===== src/sob_pkg.sv =====
// Shared constants, payload types and the divide-by-255 helper for the
// source-over straight-alpha blend pipeline. No dependencies.
package sob_pkg;

  localparam int NUM_STAGES = 9;
  localparam int NUM_CHAN = 3;

  localparam logic [7:0] FULL_VALUE = 8'd255;
  localparam logic [16:0] RND_HALF = 17'd127;
  // ceil(2^23 / 255); exact floor(x / 255) for x below 65536
  localparam logic [15:0] RECIP255 = 16'd32897;
  localparam int RECIP_SHIFT = 23;

  typedef enum logic [1:0] {
    MODE_KEEP_DST,
    MODE_SRC_FULL,
    MODE_SRC_EFF,
    MODE_BLEND
  } mode_t;

  typedef struct packed {
    logic [NUM_CHAN-1:0][7:0] src_rgb;
    logic [7:0] src_a;
    logic [7:0] cov;
    logic [NUM_CHAN-1:0][7:0] dst_rgb;
    logic [7:0] dst_a;
  } pix_t;

  // Side data that rides along with each word down the pipe.
  typedef struct packed {
    pix_t pix;
    mode_t mode;
    logic [7:0] eff;
    logic [7:0] back;
    logic [8:0] oa;
  } stg_t;

  function automatic logic [7:0] div255(input logic [16:0] x);
    logic [32:0] m;
    m = 33'(x) * 33'(RECIP255);
    return m[RECIP_SHIFT +: 8];
  endfunction

endpackage


===== src/src_over_straight_alpha_blend_top.sv =====
// Source-over compositing of one pixel onto a straight-alpha destination.
// Depends on sob_pkg and sob_divstep.
//
//   channel   direction   handshake            payload
//   in        into block  in_valid / in_stall  src_red..dst_alpha, 8 bits each
//   out       from block  out_valid/out_stall  out_red..out_alpha, 8 bits each
//
// Nine register stages: alpha product, effective alpha, surviving destination
// alpha (two stages), weighted sums, then four stages of two quotient bits each.
// One word enters per clock while in_stall is low.
// rst clears only the stage valid bits. A stall at the output holds the last
// stage; earlier stages keep moving into empty slots, so bubbles collapse.
module src_over_straight_alpha_blend_top (
  input  logic       clk,
  input  logic       rst,
  input  logic       in_valid,
  output logic       in_stall,
  input  logic [7:0] src_red,
  input  logic [7:0] src_green,
  input  logic [7:0] src_blue,
  input  logic [7:0] src_alpha,
  input  logic [7:0] coverage,
  input  logic [7:0] dst_red,
  input  logic [7:0] dst_green,
  input  logic [7:0] dst_blue,
  input  logic [7:0] dst_alpha,
  output logic       out_valid,
  input  logic       out_stall,
  output logic [7:0] out_red,
  output logic [7:0] out_green,
  output logic [7:0] out_blue,
  output logic [7:0] out_alpha
);
  import sob_pkg::*;

  logic [NUM_STAGES-1:0] vld;
  logic [NUM_STAGES-1:0] vld_next;
  logic [NUM_STAGES-1:0] en;

  stg_t        stg [0:NUM_STAGES-2];
  stg_t        stg_in;
  stg_t        stg1_next;
  stg_t        stg3_next;
  stg_t        stg4_next;
  logic [15:0] prod0;
  logic [7:0]  eff_next;
  logic [16:0] t2;
  logic [16:0] num4 [NUM_CHAN];
  logic [16:0] num4_next [NUM_CHAN];
  logic [16:0] drem [1:3][NUM_CHAN];
  logic [7:0]  dquo [1:3][NUM_CHAN];
  logic [16:0] step_rem [0:3][NUM_CHAN];
  logic [7:0]  step_quo [0:3][NUM_CHAN];
  logic [NUM_CHAN-1:0][7:0] rgb_sel;
  logic [7:0]  a_sel;

  // ---- flow control ----
  always_comb begin
    en[NUM_STAGES-1] = !vld[NUM_STAGES-1] || !out_stall;
    for (int k = NUM_STAGES - 2; k >= 0; k--) begin
      en[k] = !vld[k] || en[k+1];
    end
    vld_next[0] = en[0] ? in_valid : vld[0];
    for (int k = 1; k < NUM_STAGES; k++) begin
      vld_next[k] = en[k] ? vld[k-1] : vld[k];
    end
  end

  always_ff @(posedge clk) begin
    if (rst) begin
      vld <= '0;
    end else begin
      vld <= vld_next;
    end
  end

  assign in_stall = !en[0];
  assign out_valid = vld[NUM_STAGES-1];

  // ---- stage 0: alpha times coverage ----
  always_comb begin
    stg_in = '0;
    stg_in.pix.src_rgb = {src_blue, src_green, src_red};
    stg_in.pix.src_a = src_alpha;
    stg_in.pix.cov = coverage;
    stg_in.pix.dst_rgb = {dst_blue, dst_green, dst_red};
    stg_in.pix.dst_a = dst_alpha;
  end

  always_ff @(posedge clk) begin
    if (en[0]) begin
      stg[0] <= stg_in;
      prod0 <= 16'(src_alpha) * 16'(coverage);
    end
  end

  // ---- stage 1: effective alpha and path choice ----
  always_comb begin
    eff_next = div255({1'b0, prod0} + RND_HALF);
    stg1_next = stg[0];
    stg1_next.eff = eff_next;
    priority if (eff_next == '0) begin
      stg1_next.mode = MODE_KEEP_DST;
    end else if (eff_next == FULL_VALUE) begin
      stg1_next.mode = MODE_SRC_FULL;
    end else if (stg[0].pix.dst_a == '0) begin
      stg1_next.mode = MODE_SRC_EFF;
    end else begin
      stg1_next.mode = MODE_BLEND;
    end
  end

  always_ff @(posedge clk) begin
    if (en[1]) begin
      stg[1] <= stg1_next;
    end
  end

  // ---- stage 2: dst_alpha * (255 - eff) + 127 ----
  always_ff @(posedge clk) begin
    if (en[2]) begin
      stg[2] <= stg[1];
      t2 <= 17'(stg[1].pix.dst_a) * 17'(FULL_VALUE - stg[1].eff) + RND_HALF;
    end
  end

  // ---- stage 3: surviving destination alpha ----
  always_comb begin
    stg3_next = stg[2];
    stg3_next.back = div255(t2);
  end

  always_ff @(posedge clk) begin
    if (en[3]) begin
      stg[3] <= stg3_next;
    end
  end

  // ---- stage 4: weighted sums with half-alpha rounding term ----
  always_comb begin
    stg4_next = stg[3];
    stg4_next.oa = {1'b0, stg[3].eff} + {1'b0, stg[3].back};
    for (int c = 0; c < NUM_CHAN; c++) begin
      num4_next[c] = 17'(stg[3].pix.src_rgb[c]) * 17'(stg[3].eff)
                   + 17'(stg[3].pix.dst_rgb[c]) * 17'(stg[3].back)
                   + 17'(stg4_next.oa >> 1);
    end
  end

  always_ff @(posedge clk) begin
    if (en[4]) begin
      stg[4] <= stg4_next;
      num4 <= num4_next;
    end
  end

  // ---- stages 5..8: quotient, two bits per stage, MSBs first ----
  // Quotient fits 8 bits since the sum stays below 256 * oa.
  for (genvar j = 0; j < 4; j++) begin : g_div
    for (genvar c = 0; c < NUM_CHAN; c++) begin : g_chan
      if (j == 0) begin : g_first
        sob_divstep u_step (
          .rem_in  (num4[c]),
          .quo_in  (8'd0),
          .oa      (stg[4].oa),
          .pos     (2'(3 - j)),
          .rem_out (step_rem[j][c]),
          .quo_out (step_quo[j][c])
        );
      end else begin : g_next
        sob_divstep u_step (
          .rem_in  (drem[j][c]),
          .quo_in  (dquo[j][c]),
          .oa      (stg[4+j].oa),
          .pos     (2'(3 - j)),
          .rem_out (step_rem[j][c]),
          .quo_out (step_quo[j][c])
        );
      end
    end
  end

  for (genvar j = 1; j < 4; j++) begin : g_dreg
    always_ff @(posedge clk) begin
      if (en[4+j]) begin
        stg[4+j] <= stg[3+j];
        for (int c = 0; c < NUM_CHAN; c++) begin
          drem[j][c] <= step_rem[j-1][c];
          dquo[j][c] <= step_quo[j-1][c];
        end
      end
    end
  end

  // ---- stage 8: pick the result for the path, register to ports ----
  always_comb begin
    unique case (stg[7].mode)
      MODE_KEEP_DST: begin
        rgb_sel = stg[7].pix.dst_rgb;
        a_sel = stg[7].pix.dst_a;
      end
      MODE_SRC_FULL: begin
        rgb_sel = stg[7].pix.src_rgb;
        a_sel = FULL_VALUE;
      end
      MODE_SRC_EFF: begin
        rgb_sel = stg[7].pix.src_rgb;
        a_sel = stg[7].eff;
      end
      MODE_BLEND: begin
        for (int c = 0; c < NUM_CHAN; c++) begin
          rgb_sel[c] = step_quo[3][c];
        end
        a_sel = stg[7].oa[8] ? FULL_VALUE : stg[7].oa[7:0];
      end
      default: begin
        rgb_sel = stg[7].pix.dst_rgb;
        a_sel = stg[7].pix.dst_a;
      end
    endcase
  end

  always_ff @(posedge clk) begin
    if (en[NUM_STAGES-1]) begin
      out_red <= rgb_sel[0];
      out_green <= rgb_sel[1];
      out_blue <= rgb_sel[2];
      out_alpha <= a_sel;
    end
  end

endmodule


===== src/sob_divstep.sv =====
// Two restoring division steps for one colour channel (two quotient bits).
// Depends on nothing beyond plain logic; used by the blend top level.
module sob_divstep (
  input  logic [16:0] rem_in,
  input  logic [7:0]  quo_in,
  input  logic [8:0]  oa,
  input  logic [1:0]  pos,
  output logic [16:0] rem_out,
  output logic [7:0]  quo_out
);

  logic [2:0]  hi_bit;
  logic [2:0]  lo_bit;
  logic [16:0] d_hi;
  logic [16:0] d_lo;
  logic [16:0] rem_mid;

  always_comb begin
    hi_bit = {pos, 1'b1};
    lo_bit = {pos, 1'b0};
    d_hi = 17'(oa) << hi_bit;
    d_lo = 17'(oa) << lo_bit;
    quo_out = quo_in;
    if (rem_in >= d_hi) begin
      rem_mid = rem_in - d_hi;
      quo_out[hi_bit] = 1'b1;
    end else begin
      rem_mid = rem_in;
    end
    if (rem_mid >= d_lo) begin
      rem_out = rem_mid - d_lo;
      quo_out[lo_bit] = 1'b1;
    end else begin
      rem_out = rem_mid;
    end
  end

endmodule


===== config.mk =====
export PLATFORM = sky130hd
export DESIGN_NAME = src_over_straight_alpha_blend_top
export DESIGN_NICKNAME = d
export VERILOG_FILES = /design/src/sob_pkg.sv /design/src/src_over_straight_alpha_blend_top.sv /design/src/sob_divstep.sv
export SDC_FILE = /design/constraint.sdc
export NUM_CORES = 2
export LEC_CHECK = 0
export BUFFER_PORTS_ARGS = -buffer_cell sky130_fd_sc_hd__clkbuf_2
export CAP_MARGIN = 20
export CORE_AREA = 2 2 323 389
export CTS_CLUSTER_DIAMETER = 40
export DETAILED_ROUTE_END_ITERATION = 8
export DIE_AREA = 0 0 325 391
export PLACE_DENSITY = 0.65
export SLEW_MARGIN = 0
export SYNTH_ARGS = -nofsm -noshare
export SYNTH_HDL_FRONTEND = slang
export SYNTH_SLANG_ARGS = --single-unit

===== constraint.sdc =====
create_clock -name clk -period 6.8 [get_ports clk]
set_clock_uncertainty 0.1 [all_clocks]
set_input_delay 0 -clock clk [delete_from_list [all_inputs] [get_ports clk]]
set_output_delay 0 -clock clk [all_outputs]
set_load 0.005 [all_outputs]

==> summary.md <==
| Metric | Value |
|---|---|
| Synth top area share | `42.5%` |
| #FFs+latches synth | `876` |
| Die Span Y | `391 um` |
| Final Hold Vio Count | `0` |
| Buf/Inv on CP | `4` |
| GPL Wtd Cong | `0.901` |
| Worst hold-check path type | `input port to register` |
| Final setup vio count | `0` |
| Worst slack, placed | `0.116 ns` |
| GR Util All Layers | `23.9%` |
| Clock latency on the worst-skew pair | `0.74 ns` |
| Cell family with most CP delay | `adder cells` |
| Post-synth top area cell | `edfxtp_1` |
| Final min period | `6.50 ns` |
| Cts bufs inserted | `115` |
| H-tree depth | `3` |
| Post-Syn Nets | `6411` |
| Initial Util | `49.5%` |
| Drt total wl | `152 mm` |
| Final Max Slew Viols | `0` |
| First-pass GRT wire length | `232 mm` |
| DRC | `0` |
| Synthesized cell area | `61200 um^2` |
| Routed wire length per instance | `20.5 um` |
| Width of the chip | `325 um` |
| Unique masters post-synth | `96` |
| Synth top cells by count | `edfxtp_1 (867), inv_1 (770), ha_1 (653)` |
| Worst-Margin Slew | `1.07 ns` |
| Clock sink count | `876` |
| Crit path capture type | `register` |
| # rows | `142` |
| DRT iter0 DRCs | `2506` |
| Pin count of the biggest net entering global routing | `127` |
| Clk buf depth | `3` |
| DP Wirelength | `118 mm` |
| Post-route core utilization | `56.2%` |
| Vias per std cell | `5.42` |
| CORE AREA | `124000 um^2` |
| Synth warnings | `0` |
| Input/output buffers | `109` |
| Crit Path Category | `register to register` |
| Total global routing overflow | `0` |
| I/O pins | `110` |
| Top post-synthesis cells by area | `edfxtp_1 (43%), fa_1 (14%), ha_1 (13%), inv_1 (4.7%), and2_1 (3.0%)` |
| CP max FO | `3` |
| Met3 Usage GRT | `2.75%` |
| Crit-path slowest cell | `fa_1` |
| Antenna-violating nets left | `0` |
| Worst-path cell chain | `ha_1 -> fa_1 -> a21oi_1 -> nor2_1 -> nor2_1 -> xnor2_1 -> inv_1 -> fa_1 -> fa_1 -> inv_1 -> fa_1 -> inv_1 -> fa_1 -> inv_1 -> ha_1 -> a21oi_1 -> o21ai_0 -> a211oi_1 -> o31ai_1 -> or4_1 -> a31o_2 -> a21oi_1 -> xnor2_1` |
| Area Growth Syn to Fin | `13.5%` |
| Busiest grt layer | `met2` |
| Vias in the first global route | `40.9k` |
| Period utilization | `95.7%` |
| Die area | `127000 um^2` |
| DR pass1 iterations | `6` |
| Slew Limit Headroom | `28.5%` |
| Via Count | `40.1k` |
| Main flop type after synthesis | `edfxtp_1` |
| Clock Pin Slew Worst Setup and Hold Paths | `0.06 ns` |
| Initial antenna violation count | `0` |
| Data arrival, critical path | `6.86 ns` |
| Fmax | `154 MHz` |
| CP required | `7.16 ns` |
| Max Cap Viol | `0` |
| Layout cell share with drive strength beyond 1 | `9.49%` |
| Post-synth ARST share | `0%` |
| Status | `finished, final reports clean` |
| Post-route setup slack | `0.295 ns` |
| Avg Inst Size Synth | `11.6 um^2` |
| Cells after synthesis | `5268` |
| Crit start category | `register` |
| CTS root buffer | `clkbuf_16` |
| CTS tree | `built` |
| Nets | `6775` |
| Post-synth EDFFs | `867` |
| Sequential-to-total area share from yosys stat | `42.8%` |
| Cell repeated most along the worst path | `fa_1` |
| CP max stage delay | `0.54 ns` |
| Top-count cell post-synth | `edfxtp_1` |
| Met2 Use GR | `43.3%` |
| Met1 GRT Util | `26.8%` |
[layer usage]
metal	wire (um)	up-vias	share of wire [%]
li1	-	19000	-
met1	57000	19800	38
met2	78200	954	52
met3	5720	353	3.8
met4	10700	0	7.1
met5	0	-	0
[area by class of cell]
cell class              count  area [um^2]
multi-input cells        3542        31900
clock buffers             137         3000
repair buffers            326         2520
clock inverters            78          937
flip-flops and latches    876        26200
inverters                 771         2900
diodes                      2         5.00
fillers                 10300        54300
well taps                1656         2070
[path summary, 6_finish.rpt]
kind / from / to / slack [ns] / cells past startpoint
worst max-delay path: stg[0][306]$_DFFE_PP_ / num4[49]$_DFFE_PP_ / 0.30 / 23
worst min-delay path: src_alpha[7] / prod0[15]$_DFFE_PN_ / 0.06 / 5
worst max register to register: stg[0][306]$_DFFE_PP_ / num4[49]$_DFFE_PP_ / 0.30 / 23
worst min register to register: stg[1][222]$_DFFE_PP_ / stg[1][321]$_DFFE_PP_ / 0.30 / 0
[worst register-to-register path, stage by stage, from the launching register on]
cell	delay [ns]
edfxtp_1	0.41
ha_1	0.24
fa_1	0.40
a21oi_1	0.14
nor2_1	0.05
nor2_1	0.17
xnor2_1	0.24
inv_1	0.24
fa_1	0.44
fa_1	0.54
inv_1	0.06
fa_1	0.53
inv_1	0.05
fa_1	0.48
inv_1	0.04
ha_1	0.30
a21oi_1	0.21
o21ai_0	0.15
a211oi_1	0.37
o31ai_1	0.16
or4_1	0.44
a31o_2	0.25
a21oi_1	0.17
xnor2_1	0.10
[per-stage QoR]
step / cell area (um^2) / hold WS, ns / std cells / TNS (ns)
3_3_place_gp: 64300 / 0.0771 / 7044 / 0
2_1_floorplan: 61300 / -0.00113 / 5268 / 0
6_report: 69500 / 0.0603 / 7388 / 0
4_1_cts: 69500 / 0.0245 / 7386 / 0
5_1_grt: 69500 / 0.133 / 7386 / -0.0726
3_5_place_dp: 64300 / 0.0786 / 7044 / 0
[cell families (layout without fill, tap and decap cells)]
family	Yosys count	after routing	synth area share [%]
muxes	116	116	2.16
and+or+nand+nor	1369	1369	11.7
adders and majority gates	1067	1067	26.9
DFF	876	876	42.8
xor gates and xnor gates	234	234	3.36
buffers and inverters	850	1312	5.26
AOI/OAI and AO/OA	756	756	7.83
other	0	2	0
[sequential cells by signal (all words and copies together), names as in the netlist, 9 cells and up]
signal  count
stg       562
drem      153
num4       51
dquo       36
t2         17
prod0      16
vld         9
[cells in the final DEF (no fill, tap or decap), types with 109 or more instances in the layout]
cell type,instances
edfxtp_1,867
xnor2_1,164
a21oi_1,230
nand2_1,349
dlygate4sd3_1,127
ha_1,652
fa_1,414
inv_1,767
clkbuf_16,116
clkbuf_2,109
o21ai_0,179
nor2_1,224
and2_1,296
[what timing repair did]
action | 4_1_cts | 5_1_grt
gates resized for setup | 0 | 8
buffers inserted | 0 | 0
hold endpoints to repair | 100 | 0
hold buffers | 127 | 0
setup endpoints to repair | 0 | 8
Power is left out: the tool's default activity adds up to more than one toggle a clock period on the data nets, which glitch-free logic cannot reach.
